<file path="config.mk">
export PLATFORM = sky130hd
export DESIGN_NAME = text_console_cursor_control
export DESIGN_NICKNAME = d
export VERILOG_FILES = /design/src/sv/tccc_pkg.sv /design/src/sv/text_console_cursor_control.sv /design/src/sv/tccc_step.sv /design/src/sv/tccc_queue.sv
export SDC_FILE = /design/constraint.sdc
export NUM_CORES = 1
export LEC_CHECK = 0
export ABC_AREA = 1
export BUFFER_PORTS_ARGS = -buffer_cell sky130_fd_sc_hd__buf_2
export CELL_PAD_IN_SITES_DETAIL_PLACEMENT = 1
export CELL_PAD_IN_SITES_GLOBAL_PLACEMENT = 2
export CORE_UTILIZATION = 36
export DETAILED_ROUTE_END_ITERATION = 12
export GPL_ROUTABILITY_DRIVEN = 0
export HOLD_SLACK_MARGIN = 0.08
export PLACE_DENSITY_LB_ADDON = 0.12
export SLEW_MARGIN = 10
export SYNTH_ARGS = -nofsm -noshare
export SYNTH_HDL_FRONTEND = slang
export SYNTH_SLANG_ARGS = --single-unit
export TNS_END_PERCENT = 1
</file>
<file path="constraint.sdc">
create_clock -name clk -period 5.51 [get_ports clk]
set_input_delay 0.551 -clock clk [delete_from_list [all_inputs] [get_ports clk]]
set_output_delay 0.551 -clock clk [all_outputs]
set_load 0.05 [all_outputs]
</file>
<file path="src/sv/tccc_pkg.sv">
// ----------------------------------------------------------------------------
// Text console cursor control package
// Shared types, register indexes, character codes and sizes.
// ----------------------------------------------------------------------------
`default_nettype none

package tccc_pkg;

  localparam int GLYPH_WIDTH  = 8;
  localparam int GLYPH_HEIGHT = 16;
  localparam int TAB_STEP     = 4;
  localparam int QDEPTH       = 4;
  localparam int QPTR_W       = $clog2(QDEPTH);
  localparam int QCNT_W       = $clog2(QDEPTH + 1);

  localparam logic [7:0] CHAR_BACKSPACE = 8'd8;
  localparam logic [7:0] CHAR_TAB       = 8'd9;
  localparam logic [7:0] CHAR_NEWLINE   = 8'd10;
  localparam logic [7:0] CHAR_RETURN    = 8'd13;
  localparam logic [7:0] CHAR_SPACE     = 8'd32;

  localparam logic CMD_DRAW   = 1'b0;
  localparam logic CMD_SCROLL = 1'b1;

  localparam logic [2:0] REG_GRID_COLUMNS = 3'd0;
  localparam logic [2:0] REG_GRID_ROWS    = 3'd1;
  localparam logic [2:0] REG_FORE_COLOR   = 3'd2;
  localparam logic [2:0] REG_BACK_COLOR   = 3'd3;
  localparam logic [2:0] REG_SCROLL_BLOCK = 3'd4;

  localparam logic [9:0]  RESET_GRID_COLUMNS = 10'd80;
  localparam logic [8:0]  RESET_GRID_ROWS    = 9'd25;
  localparam logic [23:0] RESET_FORE_COLOR   = 24'hD0D0D0;
  localparam logic [23:0] RESET_BACK_COLOR   = 24'h0A0A18;
  localparam logic [6:0]  RESET_SCROLL_BLOCK = 7'd8;

  typedef struct packed {
    logic [7:0] char_code;
    logic       in_panic;
  } item_t;

  typedef struct packed {
    logic        command_kind;
    logic [12:0] pixel_x;
    logic [12:0] pixel_y;
    logic [7:0]  glyph_code;
    logic [23:0] draw_fore;
    logic [23:0] draw_back;
    logic [12:0] scroll_pixels;
    logic        last_of_run;
  } result_t;

  typedef struct packed {
    logic [9:0]  grid_columns;
    logic [8:0]  grid_rows;
    logic [23:0] fore_color_reg;
    logic [23:0] back_color_reg;
    logic [6:0]  scroll_block;
  } cfg_t;

endpackage

`default_nettype wire

</file>
<file path="src/sv/text_console_cursor_control.sv">
// ----------------------------------------------------------------------------
// Text console cursor control
// Turns a stream of character bytes into glyph draw and scroll commands.
// ----------------------------------------------------------------------------
// Usage:
// The input channel (in_valid, in_stall, in_data) carries one character word
// with its panic flag. The output channel (out_valid, out_stall, out_data)
// carries drawing commands, one or two per character; last_of_run marks the
// final command of each character. Control bytes such as return may cause
// no command at all.
// The configuration channel (cfg_valid, cfg_ready, cfg_index, cfg_data) is
// always ready and writes the grid size, colors and scroll block; the user
// must do so only while the block is idle, which the block does not enforce.
// A character word is held in an input register, then the cursor update
// and its commands go into a four-entry command queue, whose head drives
// the output channel.
// One character is taken per cycle while the queue has two free entries;
// with one command per character and no output stall the rate is one word
// a cycle, and a character that both draws and scrolls gives two commands.
// When the receiver stalls, the queue fills and in_stall rises.
// Reset clears the cursor to the top left, restores the register defaults
// and empties the queue.
// ----------------------------------------------------------------------------
`default_nettype none

module text_console_cursor_control (
  input  logic              clk,
  input  logic              rst,
  input  logic              in_valid,
  output logic              in_stall,
  input  tccc_pkg::item_t   in_data,
  output logic              out_valid,
  input  logic              out_stall,
  output tccc_pkg::result_t out_data,
  input  logic              cfg_valid,
  output logic              cfg_ready,
  input  logic [2:0]        cfg_index,
  input  logic [23:0]       cfg_data
);
  import tccc_pkg::*;

  cfg_t       cfg;
  item_t      in_q;
  logic       in_q_valid;
  logic [9:0] cursor_col;
  logic [8:0] cursor_row;
  logic [9:0] col_next;
  logic [8:0] row_next;
  logic [1:0] res_cnt;
  result_t    res_first;
  result_t    res_second;
  logic       room;
  logic       advance;
  logic [1:0] push_cnt;

  always_comb begin
    cfg_ready = 1'b1;
    advance   = in_q_valid && room;
    in_stall  = in_q_valid && !room;
    push_cnt  = advance ? res_cnt : 2'd0;
  end

  always_ff @(posedge clk) begin
    if (rst) begin
      cfg.grid_columns   <= RESET_GRID_COLUMNS;
      cfg.grid_rows      <= RESET_GRID_ROWS;
      cfg.fore_color_reg <= RESET_FORE_COLOR;
      cfg.back_color_reg <= RESET_BACK_COLOR;
      cfg.scroll_block   <= RESET_SCROLL_BLOCK;
    end else if (cfg_valid && cfg_ready) begin
      case (cfg_index)
        REG_GRID_COLUMNS: cfg.grid_columns   <= cfg_data[9:0];
        REG_GRID_ROWS:    cfg.grid_rows      <= cfg_data[8:0];
        REG_FORE_COLOR:   cfg.fore_color_reg <= cfg_data;
        REG_BACK_COLOR:   cfg.back_color_reg <= cfg_data;
        REG_SCROLL_BLOCK: cfg.scroll_block   <= cfg_data[6:0];
        default: ;
      endcase
    end
  end

  always_ff @(posedge clk) begin
    if (rst) begin
      in_q_valid <= 1'b0;
    end else if (!in_stall) begin
      in_q_valid <= in_valid;
    end
  end

  always_ff @(posedge clk) begin
    if (in_valid && !in_stall) begin
      in_q <= in_data;
    end
  end

  always_ff @(posedge clk) begin
    if (rst) begin
      cursor_col <= 10'd0;
      cursor_row <= 9'd0;
    end else if (advance) begin
      cursor_col <= col_next;
      cursor_row <= row_next;
    end
  end

  tccc_step u_step (
    .item       (in_q),
    .cfg        (cfg),
    .col        (cursor_col),
    .row        (cursor_row),
    .col_next   (col_next),
    .row_next   (row_next),
    .res_cnt    (res_cnt),
    .res_first  (res_first),
    .res_second (res_second)
  );

  tccc_queue u_queue (
    .clk         (clk),
    .rst         (rst),
    .push_cnt    (push_cnt),
    .push_first  (res_first),
    .push_second (res_second),
    .room        (room),
    .out_valid   (out_valid),
    .out_stall   (out_stall),
    .out_data    (out_data)
  );

  a_held_item: assert property (@(posedge clk) disable iff (rst)
    (in_q_valid && !room) |=> (in_q_valid && $stable(in_q)))
    else $error("held character lost while queue full");

  a_pair_order: assert property (@(posedge clk) disable iff (rst)
    (push_cnt == 2'd2) |->
      (res_first.command_kind == CMD_DRAW && res_second.command_kind == CMD_SCROLL))
    else $error("command pair not a draw followed by a scroll");

  a_cursor_hold: assert property (@(posedge clk) disable iff (rst)
    !advance |=> ($stable(cursor_col) && $stable(cursor_row)))
    else $error("cursor moved without a character");

endmodule

`default_nettype wire

</file>
<file path="src/sv/tccc_step.sv">
// ----------------------------------------------------------------------------
// Text console cursor step
// Works out the new cursor and up to two drawing commands for one character.
// ----------------------------------------------------------------------------
`default_nettype none

module tccc_step (
  input  tccc_pkg::item_t   item,
  input  tccc_pkg::cfg_t    cfg,
  input  logic [9:0]        col,
  input  logic [8:0]        row,
  output logic [9:0]        col_next,
  output logic [8:0]        row_next,
  output logic [1:0]        res_cnt,
  output tccc_pkg::result_t res_first,
  output tccc_pkg::result_t res_second
);
  import tccc_pkg::*;

  logic [9:0]  nl_inc;
  logic        nl_fits;
  logic [8:0]  block_n;
  logic [8:0]  nl_row;
  logic        nl_scroll;
  logic [10:0] tab_sum;
  logic [10:0] tab_t;
  logic [10:0] col_inc;
  logic [9:0]  draw_col;
  logic [7:0]  draw_code;
  result_t     draw_res;
  result_t     scroll_res;
  logic [1:0]  cnt;
  result_t     r0;
  result_t     r1;

  always_comb begin
    nl_inc  = {1'b0, row} + 10'd1;
    nl_fits = nl_inc < {1'b0, cfg.grid_rows};
    block_n = ({2'b0, cfg.scroll_block} > cfg.grid_rows) ?
              cfg.grid_rows : {2'b0, cfg.scroll_block};
    nl_scroll = !nl_fits && !item.in_panic;
    if (nl_fits) begin
      nl_row = nl_inc[8:0];
    end else if (item.in_panic) begin
      nl_row = (cfg.grid_rows != 9'd0) ? cfg.grid_rows - 9'd1 : 9'd0;
    end else begin
      nl_row = cfg.grid_rows - block_n;
    end
  end

  always_comb begin
    tab_sum = {1'b0, col} + 11'(TAB_STEP);
    tab_t   = tab_sum & ~11'(TAB_STEP - 1);
    col_inc = {1'b0, col} + 11'd1;
  end

  always_comb begin
    if (item.char_code == CHAR_BACKSPACE) begin
      draw_col  = col - 10'd1;
      draw_code = CHAR_SPACE;
    end else begin
      draw_col  = col;
      draw_code = item.char_code;
    end
    draw_res.command_kind  = CMD_DRAW;
    draw_res.pixel_x       = 13'({3'b0, draw_col} * 13'(GLYPH_WIDTH));
    draw_res.pixel_y       = 13'({4'b0, row} * 13'(GLYPH_HEIGHT));
    draw_res.glyph_code    = draw_code;
    draw_res.draw_fore     = cfg.fore_color_reg;
    draw_res.draw_back     = cfg.back_color_reg;
    draw_res.scroll_pixels = 13'd0;
    draw_res.last_of_run   = 1'b0;

    scroll_res.command_kind  = CMD_SCROLL;
    scroll_res.pixel_x       = 13'd0;
    scroll_res.pixel_y       = 13'd0;
    scroll_res.glyph_code    = 8'd0;
    scroll_res.draw_fore     = 24'd0;
    scroll_res.draw_back     = cfg.back_color_reg;
    scroll_res.scroll_pixels = 13'({4'b0, block_n} * 13'(GLYPH_HEIGHT));
    scroll_res.last_of_run   = 1'b0;
  end

  always_comb begin
    col_next = col;
    row_next = row;
    cnt      = 2'd0;
    r0       = draw_res;
    r1       = scroll_res;
    case (item.char_code)
      CHAR_NEWLINE: begin
        col_next = 10'd0;
        row_next = nl_row;
        if (nl_scroll) begin
          cnt = 2'd1;
          r0  = scroll_res;
        end
      end
      CHAR_RETURN: begin
        col_next = 10'd0;
      end
      CHAR_BACKSPACE: begin
        if (col != 10'd0) begin
          col_next = col - 10'd1;
          cnt      = 2'd1;
        end
      end
      CHAR_TAB: begin
        if (tab_t >= {1'b0, cfg.grid_columns}) begin
          col_next = 10'd0;
          row_next = nl_row;
          if (nl_scroll) begin
            cnt = 2'd1;
            r0  = scroll_res;
          end
        end else begin
          col_next = tab_t[9:0];
        end
      end
      default: begin
        cnt = 2'd1;
        if (col_inc >= {1'b0, cfg.grid_columns}) begin
          col_next = 10'd0;
          row_next = nl_row;
          if (nl_scroll) begin
            cnt = 2'd2;
          end
        end else begin
          col_next = col_inc[9:0];
        end
      end
    endcase
  end

  always_comb begin
    res_cnt                = cnt;
    res_first              = r0;
    res_first.last_of_run  = (cnt == 2'd1);
    res_second             = r1;
    res_second.last_of_run = 1'b1;
  end

endmodule

`default_nettype wire

</file>
<file path="src/sv/tccc_queue.sv">
// ----------------------------------------------------------------------------
// Text console command queue
// Small result queue taking up to two words a cycle, giving one if unstalled.
// ----------------------------------------------------------------------------
`default_nettype none

module tccc_queue (
  input  logic              clk,
  input  logic              rst,
  input  logic [1:0]        push_cnt,
  input  tccc_pkg::result_t push_first,
  input  tccc_pkg::result_t push_second,
  output logic              room,
  output logic              out_valid,
  input  logic              out_stall,
  output tccc_pkg::result_t out_data
);
  import tccc_pkg::*;

  result_t             entry [QDEPTH];
  logic [QPTR_W-1:0]   wr_ptr;
  logic [QPTR_W-1:0]   rd_ptr;
  logic [QCNT_W-1:0]   count;
  logic [QCNT_W-1:0]   count_next;
  logic [QPTR_W-1:0]   wr_ptr_plus;
  logic                pop;

  always_comb begin
    pop         = (count != '0) && !out_stall;
    wr_ptr_plus = wr_ptr + QPTR_W'(1);
    count_next  = count + QCNT_W'(push_cnt) - QCNT_W'(pop);
    room        = count <= QCNT_W'(QDEPTH - 2);
    out_valid   = count != '0;
    out_data    = entry[rd_ptr];
  end

  always_ff @(posedge clk) begin
    if (rst) begin
      wr_ptr <= '0;
      rd_ptr <= '0;
      count  <= '0;
    end else begin
      wr_ptr <= wr_ptr + QPTR_W'(push_cnt);
      rd_ptr <= rd_ptr + QPTR_W'(pop);
      count  <= count_next;
    end
  end

  always_ff @(posedge clk) begin
    if (push_cnt != 2'd0) begin
      entry[wr_ptr] <= push_first;
    end
    if (push_cnt == 2'd2) begin
      entry[wr_ptr_plus] <= push_second;
    end
  end

  a_count_bound: assert property (@(posedge clk) disable iff (rst)
    count <= QCNT_W'(QDEPTH))
    else $error("command queue count above depth");

  a_push_room: assert property (@(posedge clk) disable iff (rst)
    (push_cnt != 2'd0) |-> room)
    else $error("command queue written without room");

  a_stalled_head: assert property (@(posedge clk) disable iff (rst)
    (out_valid && out_stall) |=> ($stable(rd_ptr) && out_valid))
    else $error("queue head moved while stalled");

endmodule

`default_nettype wire
</file>
After elaboration in Yosys (flattened, before gate mapping)
Memory sizes are Yosys's and may differ from the RTL's. A register that Yosys moved wholly into a read port is not among the register bits.
Index checks and enable logic that the tools add are counted.
{"block": "classes", "n_addsub": 11, "n_mul": 0, "div_mod_pow": 0, "order_cmp": 5, "eq_ne": 12, "shift": 0, "muxes": 28, "bitwise": 1, "reduce_logical": 25}
{"operator": "$mux W97", "n": 2}
{"operator": "$pmux W97 S2", "n": 1}
{"operator": "$mux W9", "n": 6}
{"operator": "$mux W10", "n": 4}
{"operator": "$eq A8 B4 Y1 const B", "n": 4}
{"operator": "$pmux W10 S3", "n": 1}
{"operator": "$pmux W9 S3", "n": 1}
{"operator": "$ge A11 B10 Y1", "n": 2}
{"operator": "$reduce_and A2 Y1", "n": 6}
{"operator": "$add A10 B1 Y11 const B", "n": 1}
{"operator": "$add A10 B3 Y11 const B", "n": 1}
{"operator": "$add A9 B1 Y10 const B", "n": 1}
{"operator": "$lt A10 B9 Y1", "n": 1}
{"operator": "$mux W2", "n": 5}
{"operator": "$reduce_bool A10 Y1", "n": 1}
{"operator": "$sub A10 B1 Y10 const B", "n": 1}
{"operator": "$gt A7 B9 Y1", "n": 1}
{"operator": "$reduce_bool A9 Y1", "n": 1}
{"operator": "$sub A9 B1 Y9 const B", "n": 1}
{"operator": "$sub A9 B9 Y9", "n": 1}
{"operator": "$mux W8", "n": 1}
{"operator": "$pmux W2 S4", "n": 1}
{"operator": "$eq A3 B2 Y1 const B", "n": 2}
{"operator": "$mux W1", "n": 6}
{"operator": "other kinds (20)", "n": 30}
{"block": "word_totals", "reg_bits": 110, "latch_bits": 0, "ramBits": 388, "romBits": 0, "input_bits": 41, "output_inout_bits": 100, "wordCells": 96, "n_memories": 1}
{"name": "u_queue.entry", "words": 4, "width": 97, "rd": 1, "rd_clocked_by_memory_dff": 1, "wr": 2, "line_no": "tccc_queue.sv:20", "text": "result_t entry [QDEPTH];"}

Logic depth before layout (Yosys ltp)
{"block": "depth", "depth_word": 11, "ltp_mapped": 24, "mapped_depth_nobuf": 23}

Hierarchy
From an unflattened synthesis, not the netlist that was laid out.
{"block": "unflattened", "hier_cells": 3224, "area_unflattened_um2": 26999.6}
{"mod": "tccc_queue", "instances": 1, "cells_each": 1963, "area_per_inst_um2": 18873.1, "seq_area_each_um2": 11791.3}
{"mod": "tccc_step", "instances": 1, "cells_each": 738, "area_per_inst_um2": 4192.8, "seq_area_each_um2": 0.0}
{"mod": "text_console_cursor_control", "instances": 1, "cells_each": 523, "area_per_inst_um2": 3933.8, "seq_area_each_um2": 2152.1}

Worst setup path before layout
OpenSTA, ideal clock, no wires.
{"block": "synth_path", "kind": "reg-to-reg", "from": "register cursor_col[4]", "to": "memory u_queue.entry[2][28] in the netlist's numbering, data pin", "setup_ns": 0.255, "arrival_time_ns": 3.557, "t_required_ns": 5.255, "slack_ns": 1.698, "stages_incl_launch_ff": 22, "n_path_buf": 3, "period_less_slack_ns": 3.812, "cell_sequence": "dfxtp_1 buf_2 nand3_1 nor4_1 nand2_1 xor2_1 inv_1 ha_1 o21ai_0 nand3b_1 nor2_2 nand2_1 nor2_4 nor2_8 nand2_4 inv_4 nand2_2 buf_6 nand3_2 inv_2 buf_6 nor2_2"}
{"item": "start: declaration", "line_no": "text_console_cursor_control.sv:45", "text": "logic [9:0] cursor_col;"}
{"item": "start signal: assignment", "line_no": "text_console_cursor_control.sv:101", "text": "cursor_col <= col_next;"}
{"item": "end: declaration", "line_no": "tccc_queue.sv:20"}

==> summary.txt <==
Global route
  • Largest net degree at the start of global routing: 109
  • Met1 GRT Util: 0.320
  • Global routing's busiest layer: met2
  • Tot GR Track Use: 0.254
  • Global route total overflow: 0
  • Routing usage on met3: 0.0283
  • Number of antenna violations at the first check in global routing: 2
  • Met2 capacity usage during global routing: 0.456
  • Number of global-route vias before repair: 21254
  • Wire length of the first global-routing pass: approximately 130000 microns

Detailed routing
  • Count of unresolved DRC violations after routing: 0
  • Routed wire length: roughly 81000 microns
  • Starting DRT DRC Count: about 1100
  • Number of vias per cell after detailed routing: 5.16
  • Count of nets left with antenna violations after detail routing: 0
  • DR WL/cell: 20.4 microns
  • Detailed-route via count: 20475
  • First-pass iteration count of the detailed router: 7

Timing
  • Final Max Slew Viols: 0
  • Setup Viol. Count Final: 0
  • Final Hold Vio Count: 0
  • Setup total negative slack: 0 ns
  • Min cycle time layout: 4.64 ns
  • Unrepaired setup endpoints after global routing: no
  • Final Skew: 0.0465 ns
  • Highest Clock Rate: 0.215 GHz
  • Worst max-slew margin expressed relative to the limit: 0.286
  • Final clock period utilization by the worst path: 0.843
  • Transition time at the pin with the least slew margin: 1.07 ns

Clocking
  • Post CTS Setup Buffer Count: 0
  • CTS tree: built
  • Number of H-tree branching levels: 2
  • Hold-fix buffer count after cts: 5
  • Clk pin slew, worst setup/hold paths: 0.06 ns
  • Clock Path Buffers: 3
  • Clock Latency Late Sink: 0.64 ns
  • Clock Sinks: around 450
  • # resized after CTS: 0
  • CTS root buf: sky130_fd_sc_hd__clkbuf_16
  • CTS Buf Count: 56

Critical path
  • Critical path class: reg -> reg
  • Most numerous cell on the critical path: sky130_fd_sc_hd__nand2_1
  • Element type at the critical path start: register
  • Slowest stage cell, crit path: sky130_fd_sc_hd__nand2_2
  • Crit-path cells: nand3_1, nor4_1, nand2_1, xor2_1, inv_1, ha_1, o21ai_0, nand3b_1, nor2_2, nand2_1, nor2_4, nor2_8, nor2_8, nand3_4, nand2_2, buf_12, nand2_1, nand2_1, nor2_1
  • Nature of the critical path endpoint: register
  • Endpoint arrival time on the critical path: 5.15 ns
  • Worst-path fanout max: 30
  • Critical path required time: 6.02 ns
  • Maximum cell stage delay along the critical path: ~0.73 ns

Synth
  • Netlist area before placement: 22700 sq um
  • Synth top cells by count: 748 x sky130_fd_sc_hd__nor2_1, 533 x sky130_fd_sc_hd__nand2_1, 314 x sky130_fd_sc_hd__o21ai_0
  • Top cell type by total area after synthesis: sky130_fd_sc_hd__dfxtp_1
  • Proportion of netlist area held by the largest area contributor: 0.276
  • Cell types with the largest area share after synthesis: sky130_fd_sc_hd__dfxtp_1 28%, sky130_fd_sc_hd__edfxtp_1 19%, sky130_fd_sc_hd__nor2_1 12%
  • Number of warning messages in the yosys log: 0
  • Fraction of registers with async set or reset after synthesis: 0
  • Synthesized area per cell: 7.47 sq um
  • Fraction of the yosys area taken by sequential cells: 0.463
  • Number of flops mapped to enable cells by yosys: 141
  • Leading cell type by number of instances after synthesis: sky130_fd_sc_hd__nor2_1
  • Register bit count reported by yosys: 454
  • Dominant synthesized flop cell: sky130_fd_sc_hd__dfxtp_1
  • Post-Syn Instances: 3034
  • Post-synth cell types: 46

Final layout
  • Share of post-route cells with drive strength above 1: 0.101
  • Non-Filler Instances: 3971
  • Number of diodes added for antenna fixing: 0
  • Area of all sequential standard cells: about 11000 sq um
  • Final-layout fill cell count: approximately 7700
  • Area used by multi-input combinational logic: 10400 sq um
  • Final net count: 3190
  • Util after Layout: 0.416
  • Synth-to-Final Area Change: 13.5%

Floorplan
  • Vert. Die Dim: 253 microns
  • I/O pin total: 141
  • Std-Cell Core Area: 61900 sq um
  • Total Die Area: 64000 sq um
  • Starting density of the core: 0.366
  • Die span in x: 253 microns
  • Floorplan row count: 91

Placed design
  • Cell Count Post-Placement: approximately 3900
  • Buffers on Ports: 128
  • Half-perimeter wire length after placement: approximately 52000 microns

Pwr
  • Maximum vdd ir drop: between 0.4 and 0.5 mV
  • Power density relative to cell area: 536 nW/um^2
  • Leakage power: roughly 12 nW

Worst hold path
  • Type of the tightest min-delay check: in -> reg

Outcome
  • Outcome: complete, no violations

Flow run
  • Max-capacitance violation count: 0
## logic make-up (layout without fill, tap and decap cells)
logic type / Yosys count / after routing / synth area share
AO/OA/AOI/OAI: 540 / 540 / 0.127
XOR/XNOR: 32 / 32 / 0.0124
adder cells (fa/ha/maj): 57 / 57 / 0.0321
buffers and inverters: 441 / 523 / 0.0826
flip-flops: 454 / 454 / 0.463
other: 2 / 20 / 0.000331
AND/OR/NAND/NOR: 1508 / 1508 / 0.282
## registers in the layout (all words and copies together) (netlist names)
register / flops
cfg: 74
u_queue.rd_ptr: 2
in_q: 9
cursor_row: 9
cursor_col: 10
u_queue.entry: 344
in_q_valid: 1
u_queue.count: 3
u_queue.wr_ptr: 2
## cell usage in the layout (no fill, tap or decap), types with 59 or more instances in the layout
master                     synthesis  layout
sky130_fd_sc_hd__o21ai_0         314     314
sky130_fd_sc_hd__a21oi_1         114     114
sky130_fd_sc_hd__nand3b_1         75      75
sky130_fd_sc_hd__nor2_1          748     748
sky130_fd_sc_hd__dfxtp_1         313     311
sky130_fd_sc_hd__inv_1           246     244
sky130_fd_sc_hd__buf_2            62     128
sky130_fd_sc_hd__nand2_1         533     533
sky130_fd_sc_hd__o22ai_1          59      59
sky130_fd_sc_hd__nand3_1          61      61
sky130_fd_sc_hd__edfxtp_1        141     141
## through the flow
step / power [mW] / hold slack, ns / instance area, sq um / setup WS (ns)
after CTS: 13.9 / 0.112 / 25700 / 0.841
after global routing: 14.6 / 0.129 / 25700 / 0.503
after detailed placement: 10.2 / 0.445 / 23900 / 0.854
after floorplan: 8.61 / 0.421 / 22700 / 1.70
after global placement: 10.1 / 0.434 / 23900 / 0.997
final: 13.8 / 0.139 / 25700 / 0.866
## worst max-delay path, delay by kind of cell (launching register included)
| family | cells | cell delay [ns] |
|---|---|---|
| compound gates | 1 | 0.10 |
| xor+xnor | 1 | 0.15 |
| fa+ha+maj | 1 | 0.32 |
| buf+inv | 2 | 0.35 |
| flops | 1 | 0.58 |
| simple gates | 14 | 3.00 |
## per-layer routing
metal,part of all wire,vias to the layer above
li1,-,9891
met1,0.44,10125
met2,0.50,358
met3,0.036,101
met4,0.025,0
met5,0,-
## cell type report
class | instances | area share
flip-flops and latches | 454 | 0.408
multi-input cells | 2157 | 0.403
clock buffers | 85 | 0.0637
well taps | 837 | 0.0407
repair buffers | 164 | 0.0388
inverters | 259 | 0.0381
clock inverters | 15 | 0.00744
## power breakdown
part           leakage (nW)  internal (mW)  switching [mW]
registers              3.85           4.23           0.406
clock network         0.896           2.15            1.53
logic                  7.18           1.39            4.10
total                  11.9           7.77            6.03
## final timing paths
check                 from              endpoint  slack [ns]  depth (start not counted)
max          cursor_col[4]  u_queue.entry[2][86]        0.87                         19
min             in_data[0]               in_q[0]        0.14                          1
max reg2reg  cursor_col[4]  u_queue.entry[2][86]        0.87                         19
min reg2reg        cfg[42]               cfg[42]        0.45                          2
No activity file was read; power rests on OpenSTA's default activity.
